[config.mk]
export PLATFORM = sky130hd
export DESIGN_NAME = pes_header_timestamp_parser
export DESIGN_NICKNAME = d
export VERILOG_FILES = /design/src/rtl/phtp_pkg.sv /design/src/rtl/phtp_time_scale.sv /design/src/rtl/pes_header_timestamp_parser.sv
export SDC_FILE = /design/constraint.sdc
export NUM_CORES = 2
export LEC_CHECK = 0
export ABC_AREA = 1
export BUFFER_PORTS_ARGS = -buffer_cell sky130_fd_sc_hd__buf_2
export CORE_ASPECT_RATIO = 0.75
export CORE_UTILIZATION = 30
export CTS_CLUSTER_DIAMETER = 100
export DETAILED_ROUTE_END_ITERATION = 12
export GPL_TIMING_DRIVEN = 0
export PLACE_DENSITY = 0.45
export SETUP_SLACK_MARGIN = 0.1
export SYNTH_ARGS = -nofsm -noshare
export SYNTH_HDL_FRONTEND = slang
export SYNTH_SLANG_ARGS = --single-unit
[constraint.sdc]
create_clock -name clk -period 24.6 [get_ports clk]
set_clock_uncertainty 0.1 [all_clocks]
set_input_delay 6.15 -clock clk [delete_from_list [all_inputs] [get_ports clk]]
set_output_delay 6.15 -clock clk [all_outputs]
set_load 0.005 [all_outputs]
[src/rtl/phtp_pkg.sv]
// shared types, constants and field helpers for the pes header timestamp parser
`timescale 1ns / 1ps

package phtp_pkg;

	// byte positions inside a pes packet
	localparam logic [8:0] POS_STREAM_ID = 9'd3;
	localparam logic [8:0] POS_LEN_HI    = 9'd4;
	localparam logic [8:0] POS_LEN_LO    = 9'd5;
	localparam logic [8:0] POS_FLAGS     = 9'd7;
	localparam logic [8:0] POS_HDR_LEN   = 9'd8;
	localparam logic [8:0] POS_OPT_START = 9'd9;
	localparam logic [8:0] POS_MAX       = 9'd511;

	// stream ids that carry no optional header
	localparam logic [7:0] SID_PROGRAM_MAP  = 8'hbc;
	localparam logic [7:0] SID_PADDING      = 8'hbe;
	localparam logic [7:0] SID_PRIVATE_2    = 8'hbf;
	localparam logic [7:0] SID_ECM          = 8'hf0;
	localparam logic [7:0] SID_EMM          = 8'hf1;
	localparam logic [7:0] SID_DIRECTORY    = 8'hff;
	localparam logic [7:0] SID_DSMCC        = 8'hf2;
	localparam logic [7:0] SID_H222_TYPE_E  = 8'hf8;

	// optional field sizes in bytes
	localparam logic [4:0] TS_FIELD_BYTES   = 5'd5;
	localparam logic [4:0] ESCR_FIELD_BYTES = 5'd6;
	localparam logic [4:0] RATE_FIELD_BYTES = 5'd3;
	localparam logic [16:0] PKT_LEN_OVERHEAD = 17'd3;

	// reciprocals of 9: ceil(2^21/9) for 17-bit and ceil(2^24/9) for 20-bit dividends
	localparam logic [17:0] DIV9_HI_MUL = 18'd233017;
	localparam logic [20:0] DIV9_LO_MUL = 21'd1864136;

	typedef struct packed {
		logic [7:0]  pes_id;
		logic        header_present;
		logic [1:0]  pts_dts_mode;
		logic [32:0] pts;
		logic [32:0] dts;
		logic        escr_present;
		logic        rate_present;
		logic [7:0]  header_data_len;
		logic [15:0] payload_len;
		logic        payload_len_known;
		logic        header_overrun;
	} res_fields_t;

	typedef struct packed {
		res_fields_t f;
		logic [36:0] time_us;
	} out_item_t;

	function automatic logic id_has_no_header(input logic [7:0] sid);
		return (sid == SID_PROGRAM_MAP) || (sid == SID_PADDING) || (sid == SID_PRIVATE_2) ||
			(sid == SID_ECM) || (sid == SID_EMM) || (sid == SID_DIRECTORY) ||
			(sid == SID_DSMCC) || (sid == SID_H222_TYPE_E);
	endfunction

	// merge byte k of a 5-byte timestamp field, marker bits dropped
	function automatic logic [32:0] merge_ts(input logic [32:0] acc, input logic [2:0] k,
			input logic [7:0] b);
		logic [32:0] r;
		r = acc;
		case (k)
			3'd0: r[32:30] = r[32:30] | b[3:1];
			3'd1: r[29:22] = r[29:22] | b;
			3'd2: r[21:15] = r[21:15] | b[7:1];
			3'd3: r[14:7]  = r[14:7] | b;
			3'd4: r[6:0]   = r[6:0] | b[7:1];
			default: r = acc;
		endcase
		return r;
	endfunction

endpackage

[src/rtl/phtp_time_scale.sv]
// pipelined scaling of a 90 kHz tick difference to microseconds: d*100/9
`timescale 1ns / 1ps

module phtp_time_scale import phtp_pkg::*; (
	input  logic        clk,
	input  logic        arst_n,
	input  logic        en,
	input  logic        in_valid,
	input  res_fields_t in_item,
	input  logic [32:0] in_diff,
	output logic        out_valid,
	output res_fields_t out_item,
	output logic [36:0] out_time
);

	// 100*d/9 = 11*d + d/9, and d/9 is split at bit 16 into two reciprocal multiplies
	logic [16:0] dh;
	logic [34:0] prod_h;
	logic [36:0] mul11;

	logic        v_s2;
	res_fields_t item_s2;
	logic [36:0] a_s2;
	logic [13:0] qh_s2;
	logic [16:0] dh_s2;
	logic [15:0] dl_s2;

	logic [16:0] rem_full;
	logic [3:0]  rh;
	logic [19:0] x_lo;
	logic [40:0] prod_l;

	logic        v_s3;
	res_fields_t item_s3;
	logic [36:0] part_s3;
	logic [15:0] ql_s3;

	assign dh     = in_diff[32:16];
	assign prod_h = 35'(dh) * 35'(DIV9_HI_MUL);
	assign mul11  = {1'b0, in_diff, 3'b000} + {3'b000, in_diff, 1'b0} + {4'b0000, in_diff};

	always_ff @(posedge clk or negedge arst_n) begin
		if (!arst_n) begin
			v_s2 <= 1'b0;
			v_s3 <= 1'b0;
		end else if (en) begin
			v_s2 <= in_valid;
			v_s3 <= v_s2;
		end
	end

	always_ff @(posedge clk) begin
		if (en) begin
			item_s2 <= in_item;
			a_s2    <= mul11;
			qh_s2   <= prod_h[34:21];
			dh_s2   <= dh;
			dl_s2   <= in_diff[15:0];
		end
	end

	// remainder of the high part is below 9
	assign rem_full = dh_s2 - ({qh_s2, 3'b000} + 17'(qh_s2));
	assign rh       = rem_full[3:0];
	assign x_lo     = {rh, dl_s2};
	assign prod_l   = 41'(x_lo) * 41'(DIV9_LO_MUL);

	always_ff @(posedge clk) begin
		if (en) begin
			item_s3 <= item_s2;
			part_s3 <= a_s2 + {7'd0, qh_s2, 16'd0};
			ql_s3   <= prod_l[39:24];
		end
	end

	assign out_valid = v_s3;
	assign out_item  = item_s3;
	assign out_time  = part_s3 + 37'(ql_s3);

endmodule

[src/rtl/pes_header_timestamp_parser.sv]
// top level: pes byte parser, timestamp scaling pipeline and output skid stage
`timescale 1ns / 1ps

// Takes one PES byte per transfer (s_tuser marks the first byte of a packet) and
// gives at most one result per packet: on byte 5 for header-less stream ids,
// otherwise on the last byte of the optional header. A byte is taken every cycle
// while s_tready is high; each byte updates the field registers in the cycle it
// arrives, and its result passes the s1, s2 and s3 stages that turn the PTS
// difference into microseconds, then the output register. s_tready drops only
// while both the output and the skid register hold results m_tready has not taken.
module pes_header_timestamp_parser import phtp_pkg::*; (
	input  logic          clk,
	input  logic          arst_n,
	input  logic          s_tvalid,
	output logic          s_tready,
	input  logic [7:0]    s_tdata,  // data_byte
	input  logic          s_tuser,  // packet_start
	output logic          m_tvalid,
	input  logic          m_tready,
	// pes_id, pts_dts_mode, pts, dts, escr_present, rate_present,
	// header_data_len, payload_len, payload_len_known, time_us, header_overrun, zero pad
	output logic [143:0]  m_tdata,
	output logic          m_tuser   // header_present
);

	logic in_fire;
	logic adv;

	logic [8:0]  pos_q;
	logic        active_q;
	logic        reported_q;
	logic [7:0]  sid_q;
	logic [15:0] len_q;
	logic [3:0]  flags_q;
	logic [7:0]  hlen_q;
	logic [32:0] pts_q;
	logic [32:0] dts_q;
	logic        first_v_q;
	logic [32:0] first_q;

	logic [8:0]  c_pos;
	logic        c_reported;
	logic [8:0]  n_pos;
	logic        n_active;
	logic        n_reported;
	logic [7:0]  n_sid;
	logic [15:0] n_len;
	logic [3:0]  n_flags;
	logic [7:0]  n_hlen;
	logic [32:0] n_pts;
	logic [32:0] n_dts;
	logic        n_first_v;
	logic [32:0] n_first;
	logic [1:0]  mode;
	logic [8:0]  k;
	logic [8:0]  kd;
	logic [4:0]  need;
	logic [7:0]  span;
	logic [16:0] len_sub;
	logic [32:0] pts_eff;
	logic        res_v;
	res_fields_t res;
	logic [32:0] diff;

	logic        res_v_s1;
	res_fields_t res_s1;
	logic [32:0] diff_s1;

	logic        ts_valid;
	res_fields_t ts_item;
	logic [36:0] ts_time;

	logic        out_v_q;
	out_item_t   out_q;
	logic        skid_v_q;
	out_item_t   skid_q;
	out_item_t   ts_out;

	assign s_tready = !skid_v_q;
	assign adv      = !skid_v_q;
	assign in_fire  = s_tvalid && s_tready;

	always_comb begin
		c_pos      = s_tuser ? 9'd0 : pos_q;
		c_reported = s_tuser ? 1'b0 : reported_q;
		n_active   = s_tuser | active_q;
		n_reported = c_reported;
		n_pos      = (c_pos < POS_MAX) ? c_pos + 9'd1 : c_pos;
		n_sid      = s_tuser ? 8'd0 : sid_q;
		n_len      = s_tuser ? 16'd0 : len_q;
		n_flags    = s_tuser ? 4'd0 : flags_q;
		n_hlen     = s_tuser ? 8'd0 : hlen_q;
		n_pts      = s_tuser ? 33'd0 : pts_q;
		n_dts      = s_tuser ? 33'd0 : dts_q;
		n_first_v  = first_v_q;
		n_first    = first_q;
		k          = c_pos - POS_OPT_START;
		kd         = k - 9'(TS_FIELD_BYTES);
		res_v      = 1'b0;
		res        = '0;
		diff       = 33'd0;
		need       = 5'd0;
		span       = 8'd0;
		len_sub    = 17'd0;
		pts_eff    = 33'd0;
		mode       = n_flags[3:2];

		if (n_active && !c_reported) begin
			if (c_pos == POS_STREAM_ID) begin
				n_sid = s_tdata;
			end else if (c_pos == POS_LEN_HI) begin
				n_len = {s_tdata, 8'd0};
			end else if (c_pos == POS_LEN_LO) begin
				n_len = {n_len[15:8], s_tdata};
			end else if (c_pos == POS_FLAGS) begin
				n_flags = s_tdata[7:4];
			end else if (c_pos == POS_HDR_LEN) begin
				n_hlen = s_tdata;
			end else if (c_pos >= POS_OPT_START) begin
				if (n_flags[3] && k < 9'(TS_FIELD_BYTES))
					n_pts = merge_ts(n_pts, k[2:0], s_tdata);
				if ((&n_flags[3:2]) && k >= 9'(TS_FIELD_BYTES) && kd < 9'(TS_FIELD_BYTES))
					n_dts = merge_ts(n_dts, kd[2:0], s_tdata);
			end
			mode = n_flags[3:2];

			need = (mode[1] ? TS_FIELD_BYTES : 5'd0) + ((&mode) ? TS_FIELD_BYTES : 5'd0) +
				(n_flags[1] ? ESCR_FIELD_BYTES : 5'd0) + (n_flags[0] ? RATE_FIELD_BYTES : 5'd0);
			span = (n_hlen > 8'(need)) ? n_hlen : 8'(need);
			len_sub = PKT_LEN_OVERHEAD + 17'(n_hlen);

			if (c_pos == POS_LEN_LO && id_has_no_header(n_sid)) begin
				res_v                 = 1'b1;
				res.pes_id            = n_sid;
				res.payload_len       = n_len;
				res.payload_len_known = (n_len != 16'd0);
			end else if (c_pos >= POS_HDR_LEN && c_pos == POS_HDR_LEN + 9'(span)) begin
				res_v   = 1'b1;
				pts_eff = mode[1] ? n_pts : 33'd0;
				if (!first_v_q) begin
					n_first_v = 1'b1;
					n_first   = pts_eff;
				end else if (pts_eff >= first_q) begin
					diff = pts_eff - first_q;
				end
				res.pes_id            = n_sid;
				res.header_present    = 1'b1;
				res.pts_dts_mode      = mode;
				res.pts               = pts_eff;
				res.dts               = (&mode) ? n_dts : 33'd0;
				res.escr_present      = n_flags[1];
				res.rate_present      = n_flags[0];
				res.header_data_len   = n_hlen;
				res.payload_len_known = (n_len != 16'd0);
				if (n_len != 16'd0 && {1'b0, n_len} >= len_sub)
					res.payload_len = 16'({1'b0, n_len} - len_sub);
				res.header_overrun    = (8'(need) > n_hlen);
			end
			n_reported = res_v;
		end
	end

	always_ff @(posedge clk or negedge arst_n) begin
		if (!arst_n) begin
			pos_q      <= 9'd0;
			active_q   <= 1'b0;
			reported_q <= 1'b0;
			sid_q      <= 8'd0;
			len_q      <= 16'd0;
			flags_q    <= 4'd0;
			hlen_q     <= 8'd0;
			pts_q      <= 33'd0;
			dts_q      <= 33'd0;
			first_v_q  <= 1'b0;
			first_q    <= 33'd0;
			res_v_s1   <= 1'b0;
		end else begin
			if (in_fire) begin
				pos_q      <= n_pos;
				active_q   <= n_active;
				reported_q <= n_reported;
				sid_q      <= n_sid;
				len_q      <= n_len;
				flags_q    <= n_flags;
				hlen_q     <= n_hlen;
				pts_q      <= n_pts;
				dts_q      <= n_dts;
				first_v_q  <= n_first_v;
				first_q    <= n_first;
			end
			if (adv)
				res_v_s1 <= in_fire && res_v;
		end
	end

	always_ff @(posedge clk) begin
		if (adv) begin
			res_s1  <= res;
			diff_s1 <= diff;
		end
	end

	phtp_time_scale u_time_scale (
		.clk       (clk),
		.arst_n    (arst_n),
		.en        (adv),
		.in_valid  (res_v_s1),
		.in_item   (res_s1),
		.in_diff   (diff_s1),
		.out_valid (ts_valid),
		.out_item  (ts_item),
		.out_time  (ts_time)
	);

	assign ts_out.f       = ts_item;
	assign ts_out.time_us = ts_time;

	// output register with a skid register behind it
	always_ff @(posedge clk or negedge arst_n) begin
		if (!arst_n) begin
			out_v_q  <= 1'b0;
			skid_v_q <= 1'b0;
		end else if (!out_v_q || m_tready) begin
			if (skid_v_q) begin
				out_v_q  <= 1'b1;
				skid_v_q <= 1'b0;
			end else begin
				out_v_q <= ts_valid;
			end
		end else if (ts_valid && !skid_v_q) begin
			skid_v_q <= 1'b1;
		end
	end

	always_ff @(posedge clk) begin
		if (!out_v_q || m_tready) begin
			if (skid_v_q)
				out_q <= skid_q;
			else if (ts_valid)
				out_q <= ts_out;
		end else if (ts_valid && !skid_v_q) begin
			skid_q <= ts_out;
		end
	end

	assign m_tvalid = out_v_q;
	assign m_tuser  = out_q.f.header_present;
	assign m_tdata  = {3'b000, out_q.f.header_overrun, out_q.time_us,
		out_q.f.payload_len_known, out_q.f.payload_len, out_q.f.header_data_len,
		out_q.f.rate_present, out_q.f.escr_present, out_q.f.dts, out_q.f.pts,
		out_q.f.pts_dts_mode, out_q.f.pes_id};

	// skid register is only filled behind a waiting output
	assert property (@(posedge clk) disable iff (!arst_n) skid_v_q |-> out_v_q)
		else $error("skid holds a result while output register is empty");

	// a reported packet ignores the rest of its bytes
	assert property (@(posedge clk) disable iff (!arst_n) (in_fire && res_v) |=> reported_q)
		else $error("packet not marked reported after its result");

	// first pts is only cleared by reset
	assert property (@(posedge clk) disable iff (!arst_n) first_v_q |=> first_v_q)
		else $error("first pts reference lost");

	// header-less results carry no timing
	assert property (@(posedge clk) disable iff (!arst_n)
		(out_v_q && !out_q.f.header_present) |-> (out_q.time_us == 37'd0 && out_q.f.pts == 33'd0))
		else $error("header-less result with nonzero time");

	// unknown length always reports zero payload
	assert property (@(posedge clk) disable iff (!arst_n)
		(out_v_q && !out_q.f.payload_len_known) |-> (out_q.f.payload_len == 16'd0))
		else $error("payload length nonzero for unbounded packet");

endmodule

# After elaboration in Yosys (flattened, before gate mapping)
# Index checks and enable logic that the tools add are counted.
[totals]
regBits = 908
latch_bits = 0
mem_bits_rw = 0
romBits = 0
in_bits = 13
out_inout_bits = 147
word_cells = 261
memories = 0
[classes]
add_sub_neg = 16
n_mul = 2
div_mod_pow = 0
n_lt_le_gt_ge = 10
eq_ne = 22
n_shift = 0
muxes = 77
bitwise = 18
n_reduce_logical = 36
[op_table]
columns = ["cell", "n"]
rows = [
  ["2-to-1 mux 33 bit", 21],
  ["2-to-1 mux 142 bit", 2],
  ["2-to-1 mux 8 bit", 19],
  ["2-to-1 mux 105 bit", 1],
  ["2-to-1 mux 16 bit", 6],
  ["equality test 8 bit (second input constant)", 8],
  ["adder 36 x 34 -> 37 bit", 1],
  ["adder 37 x 16 -> 37 bit", 1],
  ["adder 37 x 30 -> 37 bit", 1],
  ["adder 37 x 33 -> 37 bit", 1],
  ["multiplier 20 x 18 -> 37 bit (second input constant)", 1],
  ["multiplier 17 x 18 -> 35 bit (second input constant)", 1],
  [">= comparator 33 bit", 1],
  ["subtractor 33 bit", 1],
  ["OR 8 bit", 4],
  ["2-to-1 mux 4 bit", 7],
  ["2-to-1 mux 7 bit", 4],
  ["OR 7 bit", 4],
  ["equality test 9 x 3 -> 1 bit (second input constant)", 3],
  [">= comparator 9 x 4 -> 1 bit (second input constant)", 2],
  ["< comparator 9 x 3 -> 1 bit (second input constant)", 2],
  ["2-to-1 mux 9 bit", 2],
  ["2-to-1 mux 17 bit", 1],
  [">= comparator 16 x 9 -> 1 bit", 1],
  ["other kinds (40)", 86],
]

# Logic depth before layout (Yosys ltp)
[depth]
ltp_word = 21
ltp_mapped = 42
mapped_depth_nobuf = 37

# Hierarchy
# From an unflattened synthesis, not the netlist that was laid out.
[hier_totals]
hier_cells = 5655
hier_area_um2 = 53919.2
[by_module_without_submodules]
columns = ["mod", "n_inst", "cells_per_inst", "area_per_inst_um2", "seq_area_each_um2"]
rows = [
  ["pes_header_timestamp_parser", 1, 2799, 27010.9, 16425.8],
  ["phtp_time_scale", 1, 2856, 26908.3, 10049.6],
]

# Worst setup path before layout
# Ideal clock, no wire load.
[synth_path]
path_type = "reg-to-output"
startpoint = "register skid_v_q"
endpoint = "output s_tready"
arrival_ns = 13.599
t_required_ns = 18.350
path_slack_ns = 4.751
path_stages_with_launch = 4
n_path_buf = 2
path_cell_list = "dfrtp_1 > inv_1 > clkbuf_1 > clkbuf_1"
[synth_between]
elab_chain_cells = 1
[synth_lines]
columns = ["element", "line", "rtl"]
rows = [
  ["from (decl)", "pes_header_timestamp_parser.sv:75", "logic skid_v_q;"],
  ["from (signal assigned)", "pes_header_timestamp_parser.sv:222", "skid_v_q <= 1'b0;"],
  ["from (signal assigned)", "pes_header_timestamp_parser.sv:226", "skid_v_q <= 1'b0;"],
  ["from (signal assigned)", "pes_header_timestamp_parser.sv:231", "skid_v_q <= 1'b1;"],
  ["logical NOT 1 bit", "pes_header_timestamp_parser.sv:79", "assign s_tready = !skid_v_q;"],
  ["to (decl)", "pes_header_timestamp_parser.sv:15", "output logic s_tready,"],
]
# No other way between the ends.

# Final worst setup path
[layout_path]
startpoint = "input s_tuser"
endpoint = "register res_s1[103] (netlist bit), data pin"
[layout_between]
elab_chain_cells = 19
word_cells_on_any_way = 58
classes_between = "add/sub: 4; order compare: 2; eq/ne: 14; mux: 25; bitwise: 1; reduce/logical: 12"
[layout_lines]
columns = ["element", "line", "rtl"]
rows = [
  ["from (decl)", "pes_header_timestamp_parser.sv:17", "input logic s_tuser,"],
  ["2-to-1 mux 9 bit", "pes_header_timestamp_parser.sv:84", "c_pos = s_tuser ? 9'd0 : pos_q;"],
  ["equality test 9 x 3 -> 1 bit", "pes_header_timestamp_parser.sv:115", "end else if (c_pos == POS_FLAGS) begin"],
  ["2-to-1 mux 4 bit", "pes_header_timestamp_parser.sv:115", ""],
  ["2-to-1 mux 4 bit", "pes_header_timestamp_parser.sv:113", "end else if (c_pos == POS_LEN_LO) begin"],
  ["2-to-1 mux 4 bit", "pes_header_timestamp_parser.sv:111", "end else if (c_pos == POS_LEN_HI) begin"],
  ["2-to-1 mux 4 bit", "pes_header_timestamp_parser.sv:109", "if (c_pos == POS_STREAM_ID) begin"],
  ["2-to-1 mux 4 bit", "pes_header_timestamp_parser.sv:108", "if (n_active && !c_reported) begin"],
  ["AND reduction 2 bit", "pes_header_timestamp_parser.sv:127", "need = (mode[1] ? TS_FIELD_BYTES : 5'd0) + ((&mode) ? TS_FIELD_BYTES : 5'd0) +"],
  ["[... 3 more ...]", "-", ""],
  ["adder 5 x 2 -> 5 bit", "pes_header_timestamp_parser.sv:128", "(n_flags[1] ? ESCR_FIELD_BYTES : 5'd0) + (n_flags[0] ? RATE_FIELD_BYTES : 5'd0);"],
  ["> comparator 8 x 5 -> 1 bit", "pes_header_timestamp_parser.sv:129", "span = (n_hlen > 8'(need)) ? n_hlen : 8'(need);"],
  ["2-to-1 mux 8 bit", "pes_header_timestamp_parser.sv:129", ""],
  ["adder 4 x 8 -> 9 bit", "pes_header_timestamp_parser.sv:137", "end else if (c_pos >= POS_HDR_LEN && c_pos == POS_HDR_LEN + 9'(span)) begin"],
  ["equality test 9 bit", "pes_header_timestamp_parser.sv:137", ""],
  ["logical AND 1 bit", "pes_header_timestamp_parser.sv:137", ""],
  ["2-to-1 mux 105 bit", "pes_header_timestamp_parser.sv:137", ""],
  ["2-to-1 mux 8 bit", "pes_header_timestamp_parser.sv:132", "if (c_pos == POS_LEN_LO && id_has_no_header(n_sid)) begin"],
  ["to (signal assigned)", "pes_header_timestamp_parser.sv:198", "res_s1 <= res;"],
  ["to (decl)", "pes_header_timestamp_parser.sv:66", "res_fields_t res_s1;"],
]
# Parallel ways exist; a longest one is shown, timed or not. The select of a mux whose other input is x is not followed.
# A chain may end at the register's enable or synchronous reset.

==> run_summary.xml <==
<?xml version="1.0" encoding="UTF-8"?>
<metrics>
  <group name="global_routing">
    <metric name="grt_antenna_before_repair" unit="">7</metric>
    <metric name="grt_util_met1" unit="%">23.71</metric>
    <metric name="grt_remaining_overflow" unit="">0</metric>
    <metric name="global_route_wire_length_before_repair" unit="um">203500</metric>
    <metric name="grt_start_max_net_pins" unit="">109</metric>
    <metric name="globalRoute.busiestLayer" unit="">met1</metric>
    <metric name="via_count_of_the_first_global_routing_pass" unit="">32720</metric>
    <metric name="grt.met2_usage" unit="%">23.48</metric>
    <metric name="m3_gr_usage" unit="%">2.645</metric>
    <metric name="grt_util_all_layers" unit="%">15.70</metric>
  </group>
  <group name="placement">
    <metric name="postPlaceCellArea" unit="mm^2">0.05462</metric>
    <metric name="placed_wire_length_estimate_after_detailed_placement" unit="um">102100</metric>
    <metric name="place.gp.congestion" unit="">0.8805</metric>
    <metric name="port_buffers" unit="">156</metric>
  </group>
  <group name="setup_path">
    <metric name="crit_required" unit="ns">24.91</metric>
    <metric name="critPathArrivalTime" unit="ns">14.50</metric>
    <metric name="slowest_stage" unit="">sky130_fd_sc_hd__nor2_1</metric>
    <metric name="crit_path_frequent_cell" unit="">sky130_fd_sc_hd__nand2_1</metric>
    <metric name="r2r-end" unit="">res_s1[103]</metric>
    <metric name="timing.critical_path.to" unit="">res_s1[103]</metric>
    <metric name="cpPeakStageDelay" unit="ns">0.60</metric>
    <metric name="worstReg2RegStart" unit="">pos_q[0]</metric>
    <metric name="worst_setup_path_startpoint" unit="">s_tuser</metric>
    <metric name="internal_reg_to_reg_setup_slack" unit="ns">16.25</metric>
    <metric name="worstRegToRegCells" unit="">36</metric>
    <metric name="cp_max_fo" unit="">10</metric>
    <metric name="end_kind" unit="">register</metric>
    <metric name="crit_type" unit="">primary input to register</metric>
    <metric name="setup_crit_start_kind" unit="">primary input</metric>
  </group>
  <group name="sta">
    <metric name="max-slew-margin-rel" unit="%">7.202</metric>
    <metric name="final-setup-viol-count" unit="">0</metric>
    <metric name="report.final.hold_viol_count" unit="">0</metric>
    <metric name="timing_worst_slew_pin_value" unit="ns">1.375</metric>
    <metric name="slew_violations" unit="">0</metric>
    <metric name="max_freq" unit="GHz">0.07051</metric>
    <metric name="period_needed" unit="ns">14.18</metric>
    <metric name="rsz0062_at_grt" unit="">no</metric>
    <metric name="hold-worst-slack" unit="ns">0.3019</metric>
    <metric name="timing.final.crit_share" unit="%">57.65</metric>
  </group>
  <group name="clock_tree">
    <metric name="post_cts_hold_buffer_count" unit="">0</metric>
    <metric name="cts_buffers" unit="">97</metric>
    <metric name="h-tree-depth" unit="">3</metric>
    <metric name="cts.sinks" unit="">907</metric>
    <metric name="cts.root.buffer_cell" unit="">sky130_fd_sc_hd__clkbuf_16</metric>
    <metric name="cts_setup_buffers" unit="">0</metric>
    <metric name="cts.clk_slew.worst_paths" unit="ns">0.06</metric>
    <metric name="source_to_sink_clock_delay_at_the_later_pin_of_the_worst_skew_pair" unit="ns">0.74</metric>
    <metric name="max_root_sink_buffers" unit="">3</metric>
    <metric name="post_cts_resize_count" unit="">0</metric>
    <metric name="cts_tree" unit="">done</metric>
  </group>
  <group name="routing">
    <metric name="route.detailed.drc" unit="">0</metric>
    <metric name="avgViaCountPerCell" unit="">4.536</metric>
    <metric name="avgRoutedWirePerCell" unit="um">18.21</metric>
    <metric name="firstDrtPassIters" unit="">5</metric>
    <metric name="initialDrtViolationCount" unit="">2441</metric>
    <metric name="post_drt_antenna_nets" unit="">0</metric>
    <metric name="drt-total-wl" unit="um">132800</metric>
    <metric name="vias" unit="">33070</metric>
  </group>
  <group name="synth">
    <metric name="synth_cell_type_count" unit="">60</metric>
    <metric name="synth_seq_area_share" unit="%">52.40</metric>
    <metric name="syn-instance-count" unit="">4684</metric>
    <metric name="yosysWarningCount" unit="">0</metric>
    <metric name="synthesis.area" unit="mm^2">0.05053</metric>
    <metric name="synth_area_leader_cell" unit="">sky130_fd_sc_hd__edfxtp_1</metric>
    <metric name="register_bit_count_reported_by_yosys" unit="">907</metric>
    <metric name="synth-main-ff-cell" unit="">sky130_fd_sc_hd__edfxtp_1</metric>
    <metric name="synthDominantCellAreaShare" unit="%">44.87</metric>
    <metric name="synth.cells.most_frequent" unit="">sky130_fd_sc_hd__nand2_1 (1029), sky130_fd_sc_hd__edfxtp_1 (755), sky130_fd_sc_hd__inv_1 (617)</metric>
    <metric name="synth-async-reset-ratio" unit="%">16.76</metric>
    <metric name="synth.most_common_cell" unit="">sky130_fd_sc_hd__nand2_1</metric>
    <metric name="synth_enable_flop_cells" unit="">755</metric>
    <metric name="avgSynthCellArea" unit="um^2">10.79</metric>
    <metric name="yosys-top-cells-area" unit="">sky130_fd_sc_hd__edfxtp_1 (45%), sky130_fd_sc_hd__ha_1 (9.8%), sky130_fd_sc_hd__fa_1 (8.4%)</metric>
  </group>
  <group name="finish">
    <metric name="drive_gt1_share" unit="%">8.920</metric>
    <metric name="nets" unit="">5580</metric>
    <metric name="synthToLayoutAreaGrowth" unit="%">14.68</metric>
    <metric name="stdcell_area" unit="mm^2">0.05795</metric>
  </group>
  <group name="power">
    <metric name="power_per_cell_area" unit="mW/mm^2">56.75</metric>
    <metric name="power.static_leakage" unit="uW">0.02692</metric>
    <metric name="power.total" unit="uW">3288</metric>
    <metric name="power.ir.vdd_worst" unit="mV">0.05357</metric>
  </group>
  <group name="floorplan">
    <metric name="num_io_pins" unit="">160</metric>
    <metric name="fp.dieArea" unit="mm^2">0.1701</metric>
    <metric name="width_of_the_die" unit="um">475.9</metric>
    <metric name="core-area" unit="mm^2">0.1674</metric>
    <metric name="initial_utilization" unit="%">30.19</metric>
    <metric name="fp_rows" unit="">130</metric>
    <metric name="chipHeight" unit="um">357.4</metric>
  </group>
  <group name="outcome">
    <metric name="outcome" unit="">finished clean</metric>
  </group>
  <group name="worst_hold_path">
    <metric name="hp-class" unit="">register to register</metric>
    <metric name="whs_path_depth" unit="">0</metric>
  </group>
  <group name="job">
    <metric name="cap_viol_max_count" unit="">0</metric>
  </group>
</metrics>
layout make-up:
| type | instances | area, um^2 |
|---|---|---|
| fill | 16880 | 109400 |
| sequential | 907 | 26480 |
| multi-input combinational | 3046 | 21220 |
| tap | 2244 | 2808 |
| clock buffer | 113 | 2549 |
| inverter | 628 | 2357 |
| timing repair buffer | 176 | 1259 |
| clock inverter | 70 | 768.2 |
| buffer | 105 | 504.2 |
| antenna | 2 | 5.005 |
kinds of logic after synthesis:
group / after synthesis / share of synthesized area, %
AOI/OAI and AO/OA: 617 / 6.768
DFF: 907 / 52.40
and+or+nand+nor: 1625 / 13.64
buffers and inverters: 733 / 5.648
adders and majority gates: 606 / 18.16
xor gates and xnor gates: 195 / 3.380
other: 1 / 0.007422
state kept, by name, summed over array words and instances, names as in the netlist, 4 cells and up:
| signal | cells |
|---|---|
| m_tdata | 141 |
| u_time_scale.part_s3 | 37 |
| u_time_scale.dl_s2 | 16 |
| u_time_scale.item_s2 | 105 |
| pts_q | 33 |
| u_time_scale.qh_s2 | 14 |
| u_time_scale.ql_s3 | 16 |
| pos_q | 9 |
| u_time_scale.a_s2 | 36 |
| res_s1 | 105 |
| sid_q | 8 |
| len_q | 16 |
| u_time_scale.out_item | 105 |
| dts_q | 33 |
| hlen_q | 8 |
| flags_q | 4 |
| skid_q | 142 |
| diff_s1 | 33 |
| u_time_scale.dh_s2 | 4 |
| first_q | 33 |
cell usage in the layout, fill, tap and decap left out, types with 19 or more instances in the layout:
cell type and instances:
sky130_fd_sc_hd__clkbuf_1 73, sky130_fd_sc_hd__xor2_1 127, sky130_fd_sc_hd__dfrtp_1 152, sky130_fd_sc_hd__xnor2_1 68
sky130_fd_sc_hd__nand3_1 96, sky130_fd_sc_hd__fa_1 212, sky130_fd_sc_hd__nor2_1 295, sky130_fd_sc_hd__clkinv_1 21
sky130_fd_sc_hd__clkinv_2 19, sky130_fd_sc_hd__o21ai_0 233, sky130_fd_sc_hd__buf_2 168, sky130_fd_sc_hd__o22ai_1 48
sky130_fd_sc_hd__a21oi_1 228, sky130_fd_sc_hd__edfxtp_1 755, sky130_fd_sc_hd__clkbuf_16 98, sky130_fd_sc_hd__ha_1 394
sky130_fd_sc_hd__nor3_1 40, sky130_fd_sc_hd__nor2_2 30, sky130_fd_sc_hd__inv_1 617, sky130_fd_sc_hd__nand2_1 1029
sky130_fd_sc_hd__nand4_1 62
per-stage QoR:
stage	instances	utilization, %	TNS (ns)	setup WS, ns
after floorplan	4686	-	0	4.751
after CTS	7289	34.62	0	10.47
after global placement	7086	32.34	-5.013	-5.013
after detailed placement	7106	32.64	0	9.717
after global routing	7291	34.62	0	9.816
final	7291	34.62	0	10.42
worst min path at each step:
stage	startpoint	end	slack (ns)
6_report	res_s1[103]	u_time_scale.item_s2[103]	0.30
3_5_place_dp	res_s1[17]	u_time_scale.item_s2[17]	0.30
5_1_grt	res_s1[103]	u_time_scale.item_s2[103]	0.30
4_1_cts	res_s1[103]	u_time_scale.item_s2[103]	0.30
2_1_floorplan	res_s1[0]	u_time_scale.item_s2[0]	0.30
3_3_place_gp	u_time_scale.item_s2[103]	u_time_scale.out_item[103]	0.30
critical path, delay by kind of cell:
kind | cells | cell delay [ns]
AND/OR/NAND/NOR | 17 | 2.90
buffers and inverters | 13 | 2.52
adder cells (fa/ha/maj) | 6 | 1.71
AO/OA/AOI/OAI | 5 | 0.95
XOR/XNOR | 1 | 0.24
power breakdown:
part | internal (uW) | switching [uW]
sequential | 1650 | 6.04
combinational | 28.2 | 73.2
clock | 859 | 667
metal layers:
metal,vias up,wire (um)
met4,6,2203
met1,15980,67580
met2,616,57330
met5,-,32
li1,16310,-
met3,161,5642
Power figures use the tool's default switching activity.
